`src/sv/ecb_pkg.sv`:
```
// ============================================================================
// ecb_pkg: shared types, constants and helpers of the camera basis unit
// Holds the fixed-point formats, the arctangent table of the CORDIC and the
// operation codes of the serial arithmetic unit.
// ============================================================================
package ecb_pkg;

  // Sizes that follow from the field widths and the fixed-point formats.
  localparam int CORDIC_STEPS  = 16;
  localparam int VEC_FRAC_BITS = 14;
  localparam int CORDIC_RUN    = (CORDIC_STEPS < 24) ? CORDIC_STEPS : 24;
  localparam int OUT_SHIFT     = 30 - VEC_FRAC_BITS;

  localparam logic [33:0] CORDIC_GAIN = 34'd652032874;
  localparam logic [32:0] ONE_Q30     = 33'd1073741824;
  localparam int          PITCH_LIMIT = 4147701;

  // Operation codes of the serial arithmetic unit.
  localparam logic [1:0] OP_MUL  = 2'd0;
  localparam logic [1:0] OP_SQRT = 2'd1;
  localparam logic [1:0] OP_DIV  = 2'd2;

  // Item selector codes.
  localparam logic [1:0] FUNC_YAW   = 2'd0;
  localparam logic [1:0] FUNC_PITCH = 2'd1;
  localparam logic [1:0] FUNC_MOUSE = 2'd2;

  // Configuration register indexes.
  localparam logic [1:0] REG_LOCK   = 2'd0;
  localparam logic [1:0] REG_GAIN   = 2'd1;
  localparam logic [1:0] REG_MARGIN = 2'd2;

  // A Q30 vector component with head room for the CORDIC gain.
  typedef logic signed [33:0] vec_t;

  // Request to the serial arithmetic unit.
  typedef struct packed {
    logic       start;
    logic [1:0] op;
  } ser_ctl_t;

  function automatic vec_t atan_q30(input logic [4:0] i);
    vec_t a;
    case (i)
      5'd0:    a = 34'sd536870912;
      5'd1:    a = 34'sd316933406;
      5'd2:    a = 34'sd167458907;
      5'd3:    a = 34'sd85004756;
      5'd4:    a = 34'sd42667331;
      5'd5:    a = 34'sd21354465;
      5'd6:    a = 34'sd10679838;
      5'd7:    a = 34'sd5340245;
      5'd8:    a = 34'sd2670163;
      5'd9:    a = 34'sd1335087;
      5'd10:   a = 34'sd667544;
      5'd11:   a = 34'sd333772;
      5'd12:   a = 34'sd166886;
      5'd13:   a = 34'sd83443;
      5'd14:   a = 34'sd41722;
      5'd15:   a = 34'sd20861;
      5'd16:   a = 34'sd10430;
      5'd17:   a = 34'sd5215;
      5'd18:   a = 34'sd2608;
      5'd19:   a = 34'sd1304;
      5'd20:   a = 34'sd652;
      5'd21:   a = 34'sd326;
      5'd22:   a = 34'sd163;
      5'd23:   a = 34'sd81;
      default: a = '0;
    endcase
    return a;
  endfunction

  function automatic logic [32:0] mag33(input vec_t v);
    vec_t n;
    n = -v;
    return v[33] ? n[32:0] : v[32:0];
  endfunction

  // Q30 to output format: round half up, then saturate to plus or minus one.
  function automatic logic [15:0] to_out(input vec_t v);
    logic signed [34:0] t;
    logic signed [34:0] lim;
    t   = ($signed({v[33], v}) + (35'sd1 <<< (OUT_SHIFT - 1))) >>> OUT_SHIFT;
    lim = 35'sd1 <<< VEC_FRAC_BITS;
    if (t > lim) t = lim;
    if (t < -lim) t = -lim;
    return t[15:0];
  endfunction

endpackage

```
`src/sv/ecb_serial.sv`:
```
// ============================================================================
// ecb_serial: bit-serial multiply, square root and divide
// Shift-add multiply (one multiplier bit a cycle), digit-by-digit square
// root (two radicand bits a cycle) and restoring division (one bit a cycle).
// ============================================================================
module ecb_serial (
  input  logic              clk,
  input  logic              rst,
  input  ecb_pkg::ser_ctl_t ctl,
  input  logic [63:0]       opa,
  input  logic [32:0]       opb,
  output logic [63:0]       res,
  output logic              done
);
  import ecb_pkg::*;

  logic        busy;
  logic [5:0]  cnt;
  logic [1:0]  op;
  logic [32:0] mcand;
  logic [32:0] hi;
  logic [32:0] lo;
  logic [63:0] nsh;
  logic [33:0] rem;
  logic [31:0] root;
  logic [31:0] quo;
  logic [32:0] dvs;

  logic [33:0] msum;
  logic [35:0] sq_sh;
  logic [35:0] sq_trial;
  logic [33:0] dv_sh;
  logic [5:0]  last;

  always_comb begin
    msum     = {1'b0, hi} + (lo[0] ? {1'b0, mcand} : 34'd0);
    sq_sh    = {rem, nsh[63:62]};
    sq_trial = {2'b00, root, 2'b01};
    dv_sh    = {rem[32:0], nsh[63]};
    last     = (op == OP_MUL) ? 6'd32 : 6'd31;
  end

  always_ff @(posedge clk) begin
    if (rst) begin
      busy <= 1'b0;
      done <= 1'b0;
      cnt  <= '0;
      op   <= OP_MUL;
    end else begin
      done <= busy && !ctl.start && (cnt == last);
      if (ctl.start) begin
        busy  <= 1'b1;
        cnt   <= '0;
        op    <= ctl.op;
        mcand <= opa[32:0];
        hi    <= '0;
        lo    <= opb;
        dvs   <= opb;
        root  <= '0;
        quo   <= '0;
        if (ctl.op == OP_DIV) begin
          nsh <= {opa[31:0], 32'd0};
          rem <= {2'b00, opa[63:32]};
        end else begin
          nsh <= opa;
          rem <= '0;
        end
      end else if (busy) begin
        case (op)
          OP_MUL: begin
            hi <= msum[33:1];
            lo <= {msum[0], lo[32:1]};
          end
          OP_SQRT: begin
            if (sq_sh >= sq_trial) begin
              rem  <= 34'(sq_sh - sq_trial);
              root <= {root[30:0], 1'b1};
            end else begin
              rem  <= sq_sh[33:0];
              root <= {root[30:0], 1'b0};
            end
            nsh <= {nsh[61:0], 2'b00};
          end
          OP_DIV: begin
            if (dv_sh >= {1'b0, dvs}) begin
              rem <= 34'(dv_sh - {1'b0, dvs});
              quo <= {quo[30:0], 1'b1};
            end else begin
              rem <= dv_sh;
              quo <= {quo[30:0], 1'b0};
            end
            nsh <= {nsh[62:0], 1'b0};
          end
          default: ;
        endcase
        cnt <= cnt + 6'd1;
        if (cnt == last) begin
          busy <= 1'b0;
        end
      end
    end
  end

  always_comb begin
    case (op)
      OP_MUL:  res = {hi[30:0], lo};
      OP_SQRT: res = {32'd0, root};
      OP_DIV:  res = {32'd0, quo};
      default: res = '0;
    endcase
  end

endmodule

```
`config.mk`:
```
export PLATFORM = sky130hd
export DESIGN_NAME = ecb_serial
export DESIGN_NICKNAME = d
export VERILOG_FILES = /design/src/sv/ecb_pkg.sv /design/src/sv/ecb_serial.sv
export SDC_FILE = /design/constraint.sdc
export NUM_CORES = 1
export LEC_CHECK = 0
export BUFFER_PORTS_ARGS = -buffer_cell sky130_fd_sc_hd__buf_2
export CORE_UTILIZATION = 61
export CTS_CLUSTER_SIZE = 25
export DETAILED_ROUTE_END_ITERATION = 10
export PLACE_DENSITY = 0.86
export SETUP_SLACK_MARGIN = 0.15
export SLEW_MARGIN = 20
export SYNTH_ARGS = -nofsm -noshare
export SYNTH_HDL_FRONTEND = slang
export SYNTH_SLANG_ARGS = --single-unit
```
`constraint.sdc`:
```
create_clock -name clk -period 8.6 [get_ports clk]
set_input_delay 1.29 -clock clk [delete_from_list [all_inputs] [get_ports clk]]
set_output_delay 1.29 -clock clk [all_outputs]
set_load 0.005 [all_outputs]
```
Yosys cells after proc, flatten, opt, wreduce, memory -nomap -nowiden
Index checks and enable logic that the tools add are counted.
{"block": "word_totals", "regBits": 304, "inputBits": 102, "output_inout_bits": 65, "elab_cells": 65}
{"block": "op_classes", "add_sub_neg": 4, "n_lt_le_gt_ge": 2, "n_eq_ne": 4, "mux": 27, "bitwise": 1, "n_reduce_logical": 15}
{"cell": "$mux W33", "n": 6}
{"cell": "$mux W64", "n": 3}
{"cell": "$pmux W64 S3", "n": 1}
{"cell": "$mux W32", "n": 5}
{"cell": "$mux W34", "n": 4}
{"cell": "$pmux W64 S2", "n": 1}
{"cell": "$pmux W34 S2", "n": 1}
{"cell": "$ge A36 B34 Y1", "n": 1}
{"cell": "$add A33 B33 Y34", "n": 1}
{"cell": "$ge A34 B33 Y1", "n": 1}
{"cell": "$sub A34 B33 Y34", "n": 1}
{"cell": "$sub A34 B34 Y34", "n": 1}
{"cell": "$reduce_and A3 Y1", "n": 4}
{"cell": "$reduce_bool A2 Y1", "n": 4}
{"cell": "$add A6 B1 Y6 const B", "n": 1}
{"cell": "$eq A6 B6 Y1", "n": 1}
{"cell": "$mux W6", "n": 1}
{"cell": "$mux W1", "n": 5}
{"cell": "$eq A2 B2 Y1 const B", "n": 2}
{"cell": "$reduce_bool A3 Y1", "n": 1}
{"cell": "$eq A2 B1 Y1 const B", "n": 1}
{"cell": "$logic_and A1 B1 Y1", "n": 2}
{"cell": "$logic_not A2 Y1", "n": 1}
{"cell": "$reduce_and A2 Y1", "n": 1}
{"cell": "other kinds (3)", "n": 3}

Depth between registers and ports, before layout
{"block": "logic_depth", "word_depth": 6, "ltp_mapped": 15, "ltp_nobuf": 13}

Worst setup path after synthesis
No wires, ideal clock.
{"block": "synth_path", "kind": "input to register", "start": "in ctl[2] (netlist bit)", "end": "reg nsh[0], enable pin", "setup_time_ps": 555, "arrival_ps": 6240, "required_ps": 8045, "path_slack_ps": 1805, "path_stages": 5, "path_buffers": 3, "cell_sequence": "clkbuf_1 clkbuf_1 clkbuf_1 a21oi_1 nor2_1"}
{"block": "synth_between", "elab_chain_cells": 2, "word_cells_on_any_way": 3, "cone_classes": "reduce/logical: 3"}
{"item": "from (decl)", "line": "ecb_serial.sv:9", "text": "input ecb_pkg::ser_ctl_t ctl,"}
{"item": "$reduce_bool A3 Y1 (no source line) or $reduce_bool A2 Y1 (tied branches)"}
{"item": "$reduce_and A3 Y1 (no source line) *"}
{"item": "to (signal assigned)", "line": "ecb_serial.sv:62", "text": "nsh <= {opa[31:0], 32'd0};"}
{"item": "to (signal assigned)", "line": "ecb_serial.sv:65", "text": "nsh <= opa;"}
{"item": "to (signal assigned)", "line": "ecb_serial.sv:82", "text": "nsh <= {nsh[61:0], 2'b00};"}
{"item": "to (decl)", "line": "ecb_serial.sv:23", "text": "logic [63:0] nsh;"}
Every way passes the cells marked *; elsewhere a longest branch is shown, timed or not.
A chain may end at the register's enable or synchronous reset.

Final worst setup path
{"block": "layout_path", "start": "reg lo[0]", "end": "reg hi[31] (data pin)"}
{"block": "layout_between", "elab_chain_cells": 4}
{"item": "from (decl)", "line": "ecb_serial.sv:22", "text": "logic [32:0] lo;"}
{"item": "from (signal assigned)", "line": "ecb_serial.sv:57", "text": "lo <= opb;"}
{"item": "from (signal assigned)", "line": "ecb_serial.sv:72", "text": "lo <= {msum[0], lo[32:1]};"}
{"item": "$mux W33", "line": "ecb_serial.sv:36", "text": "msum = {1'b0, hi} + (lo[0] ? {1'b0, mcand} : 34'd0);"}
{"item": "$add A33 B33 Y34", "line": "ecb_serial.sv:36"}
{"item": "$mux W33", "line": "ecb_serial.sv:69", "text": "case (op)"}
{"item": "$mux W33", "line": "ecb_serial.sv:68", "text": "end else if (busy) begin"}
{"item": "to (signal assigned)", "line": "ecb_serial.sv:71", "text": "hi <= msum[33:1];"}
{"item": "to (decl)", "line": "ecb_serial.sv:21", "text": "logic [32:0] hi;"}
No other way between the ends. The select of a mux whose other input is x is not followed.

==> results by stage <==
STA:
- The maximum achievable frequency is 222 MHz.
- The number of hold violations in the final report is 0.
- The worst setup skew after layout is 0.0394 ns.
- The final critical-path share of the clock period is 52.4%.
- Setup repair after global routing left no endpoint under its margin.
- The total count of max-transition violations in the final report was 0.
- Adding up every negative setup slack in the final design gives 0 ns.
- The number of failing setup endpoints in the final timing report is 0.
- Measured against its own limit, the worst slew margin works out to 35.7%.
- Subtracting the final worst setup slack from the clock period gives 4.51 ns.
- For the pin with the worst max-slew slack, the measured transition is 0.962 ns.

GRT:
- The via count of the first global-routing pass is 14700.
- Summed over all layers, the global routing overflow is 0.
- The number of antenna violations at the first check in global routing is 1.
- Global routing consumed, over all layers together, 31.5% of the routing resources.
- The maximum number of pins on one net before global-route repair is 94.
- The global-route wire length before repair is 78.0 mm.

Clocking:
- The root buffer cell chosen for the clock tree is clkbuf_16.
- TritonCTS built the clock tree.
- The number of gates given a new drive strength after cts is 0.
- The latest clock arrival within the worst-skew pair is 0.53 ns.
- The register clock-pin slew on the reported worst setup and hold paths is 0.06 ns.
- The clock passes through at most 3 buffers.
- The number of hold-repair buffers added at the cts stage is 0.
- The TritonCTS sink count is 304.
- In this run the number of H-tree levels came out at 2.
- Once the clock tree was built, the setup fixing pass inserted 0 buffers.
- In this run, CTS created clock tree buffers numbering 34.

Yosys:
- In this run the cell area of the synthesized design comes to 19100 µm².
- In the synthesized netlist the async set-or-reset flop fraction comes to 0%.
- Among all flip-flop cells after synthesis, the most frequent one is edfxtp_1.
- During synthesis, Yosys emitted a total of 0 warnings.
- The post-synthesis net count is 2063.
- The sequential area share after synthesis is 47.3%.
- The synthesized flop and latch total is 304.
- The number of enable-type register cells in the synthesized netlist is 294.
- The average cell area after synthesis is 10.3 µm².
- After technology mapping, the gate count stands at 1858.
- The distinct cell type count after synthesis is 75.

Detailed routing:
- The number of design rule violations left after detail routing is 0.
- The first-pass iteration count of the detailed router is 5.
- The total number of vias is 15400.
- After the first detailed-routing iteration, the DRC count stood at 1543.
- The count of nets left with antenna violations once routing finished came out at 0.
- Dividing the detail-routed wire length by the instance count gives 21.2 µm.
- After detailed routing, the number of vias per cell comes to 6.41.
- The total wirelength of the detailed-routed design is 51.1 mm.

Floorplanning:
- The cell row count is 64.
- The floorplan step set the die width to 179 µm.
- The die covers 32000 µm².
- The top-level port count is 167.
- After floorplanning, the core was sized to cover 30700 µm².
- The height of the chip is 179 µm.
- Once the floorplan was initialized, standard cells occupied 62.2% of the core.

Final layout:
- The final layout contains 2193 nets.
- The final non-filler cell total is 2410.
- The number of fill cells is 2265.
- Of the cells placed in the final design, the portion with a size suffix greater than 1 is 15.1%.
- From synthesis to final layout, the design area changed by 12.1%.

Power:
- Overall power consumption after layout is estimated at 4360 µW.
- IR analysis of the VDD net gives a maximum drop of 0.169 mV.
- The power density over cell area is 204 nW/µm².
- The leakage dissipation is 0.00868 µW.

Setup path:
- At the worst endpoint, the arrival time is 4.75 ns.
- The critical path data required time is 8.84 ns.
- The maximum fanout along the worst path is 34.
- The critical path is of the reg -> reg type.
- The startpoint type of the worst setup path is a flop.
- The nature of the critical path endpoint is a flop.

Run:
- Max-cap violations in this run came to 0.

Placed design:
- The post-detailed-placement half-perimeter wirelength is 36.3 mm.
- In this run the tool buffered the top-level ports with 166 buffer cells.
- The routability congestion estimate from global placement is 0.963.
- The number of cells after detailed placement is 2347.

Status:
- The flow ran to the end, and the final reports show no timing, DRC or antenna violations.

Hold path:
- The tightest min-delay check is of the reg -> reg type.
==> flip-flops by register name (all words and copies together) (netlist names) <==
register,cells
hi,33
quo,32
busy,1
cnt,6
done,1
nsh,64
rem,34
op,2
lo,33
mcand,33
root,32
dvs,33
==> final timing paths <==
kind         slack (ns)    from      to  depth (start not counted)
min                0.51  cnt[5]  cnt[5]                          2
max                4.09   lo[0]  hi[31]                         13
min reg2reg        0.51  cnt[5]  cnt[5]                          2
max reg2reg        4.09   lo[0]  hi[31]                         13
==> per-stage QoR <==
step / utilization [%] / instance area [µm²] / setup WS (ns) / hold WS (ns)
finish: 69.7 / 21400 / 4.09 / 0.506
global route: 69.7 / 21400 / 3.80 / 0.561
CTS: 69.6 / 21400 / 4.09 / 0.513
detailed placement: 65.9 / 20200 / 4.12 / 0.502
global placement: 65.9 / 20200 / 4.35 / 0.478
floorplan: - / 19100 / 1.80 / 0.467
==> synth_stat cells, types with 10 or more instances <==
library cell    n  area (µm²)
edfxtp_1      294        8830
nand2_1       182         683
nor2_1        167         627
a21oi_1       128         641
o21ai_0       117         586
ha_1          101        1260
inv_1          87         327
mux2i_1        82         821
and2_1         73         457
clkbuf_1       70         263
xor2_1         47         412
xnor2_1        45         394
nor2b_1        40         250
a221o_1        38         380
mux2_2         37         417
a21o_1         36         270
a211oi_1       33         248
nor3_1         21         105
nand3_1        18        90.1
a22o_1         17         149
a31oi_1        16         100
nand2b_1       14        87.6
o21bai_1       14         105
nand4_1        13        81.3
o21a_1         12        90.1
o211ai_1       11        82.6
dfxtp_1        10         200
==> cell type report <==
class	count	area (µm²)	share of cell area (%)
clock buffer	41	908	4.25
clock inverter	19	221	1.04
multi-input combinational	1377	9410	44.0
timing repair buffer	184	985	4.61
tap	396	495	2.32
sequential	304	9030	42.2
antenna	2	5.00	0.0234
inverter	87	327	1.53
==> layer usage <==
layer | part of all wire (%) | track usage [%] | vias up | routed length (µm)
met4 | 3.5 | 12.3 | 0 | 1810
met1 | 41 | 43.0 | 7309 | 21000
met2 | 46 | 50.3 | 868 | 23600
met5 | 0 | 0 | - | 0
met3 | 9.1 | 4.83 | 140 | 4640
li1 | - | - | 7126 | -
==> cells in the final DEF (no fill, tap or decap), drive strengths merged, types with 8 or more instances in the layout <==
cell	n
xor2	47
or3	8
mux2	37
a31oi	16
ha	101
nand2b	14
a22o	17
dfxtp	10
buf	184
o31ai	10
a21oi	128
a221o	38
mux2i	82
o21ai	121
nor2b	41
edfxtp	294
a21o	36
inv	87
o211ai	11
a211oi	33
and2	74
nor3	21
a22oi	8
clkbuf	41
nand2	183
nand3	18
nor2	167
clkinv	13
xnor2	45
and3	10
nand4	13
o21bai	14
o21a	13
==> worst max-delay path, cell delays in order, from the launching register on <==
cell,delay [ns]
edfxtp_1,0.74
and2_1,0.30
ha_1,0.24
fa_1,0.44
a211oi_1,0.30
o21ai_0,0.20
a31oi_1,0.47
a311oi_1,0.23
a2111oi_0,0.59
nor3_1,0.13
a31oi_1,0.22
a31oi_1,0.13
xnor2_1,0.16
nor2_1,0.06
==> cells by family (layout without fill, tap and decap cells) <==
kind of cell / after synthesis / after routing / synth area share, %
AND/OR/NAND/NOR: 565 / 565 / 13.9
AO/OA/AOI/OAI: 498 / 498 / 17.5
flip-flops: 304 / 304 / 47.3
buffers and inverters: 177 / 331 / 3.69
multiplexers: 119 / 119 / 6.49
adder cells (fa/ha/maj): 103 / 103 / 6.84
XOR/XNOR: 92 / 92 / 4.22
other: 0 / 2 / 0
==> where the power goes <==
part / internal (µW) / switching [µW] / total (µW) / leakage (µW)
combinational: 421 / 613 / 1030 / 0.00524
sequential: 1760 / 69.4 / 1830 / 0.00289
clock: 879 / 612 / 1490 / 0.000549
Power figures use the tool's default switching activity.
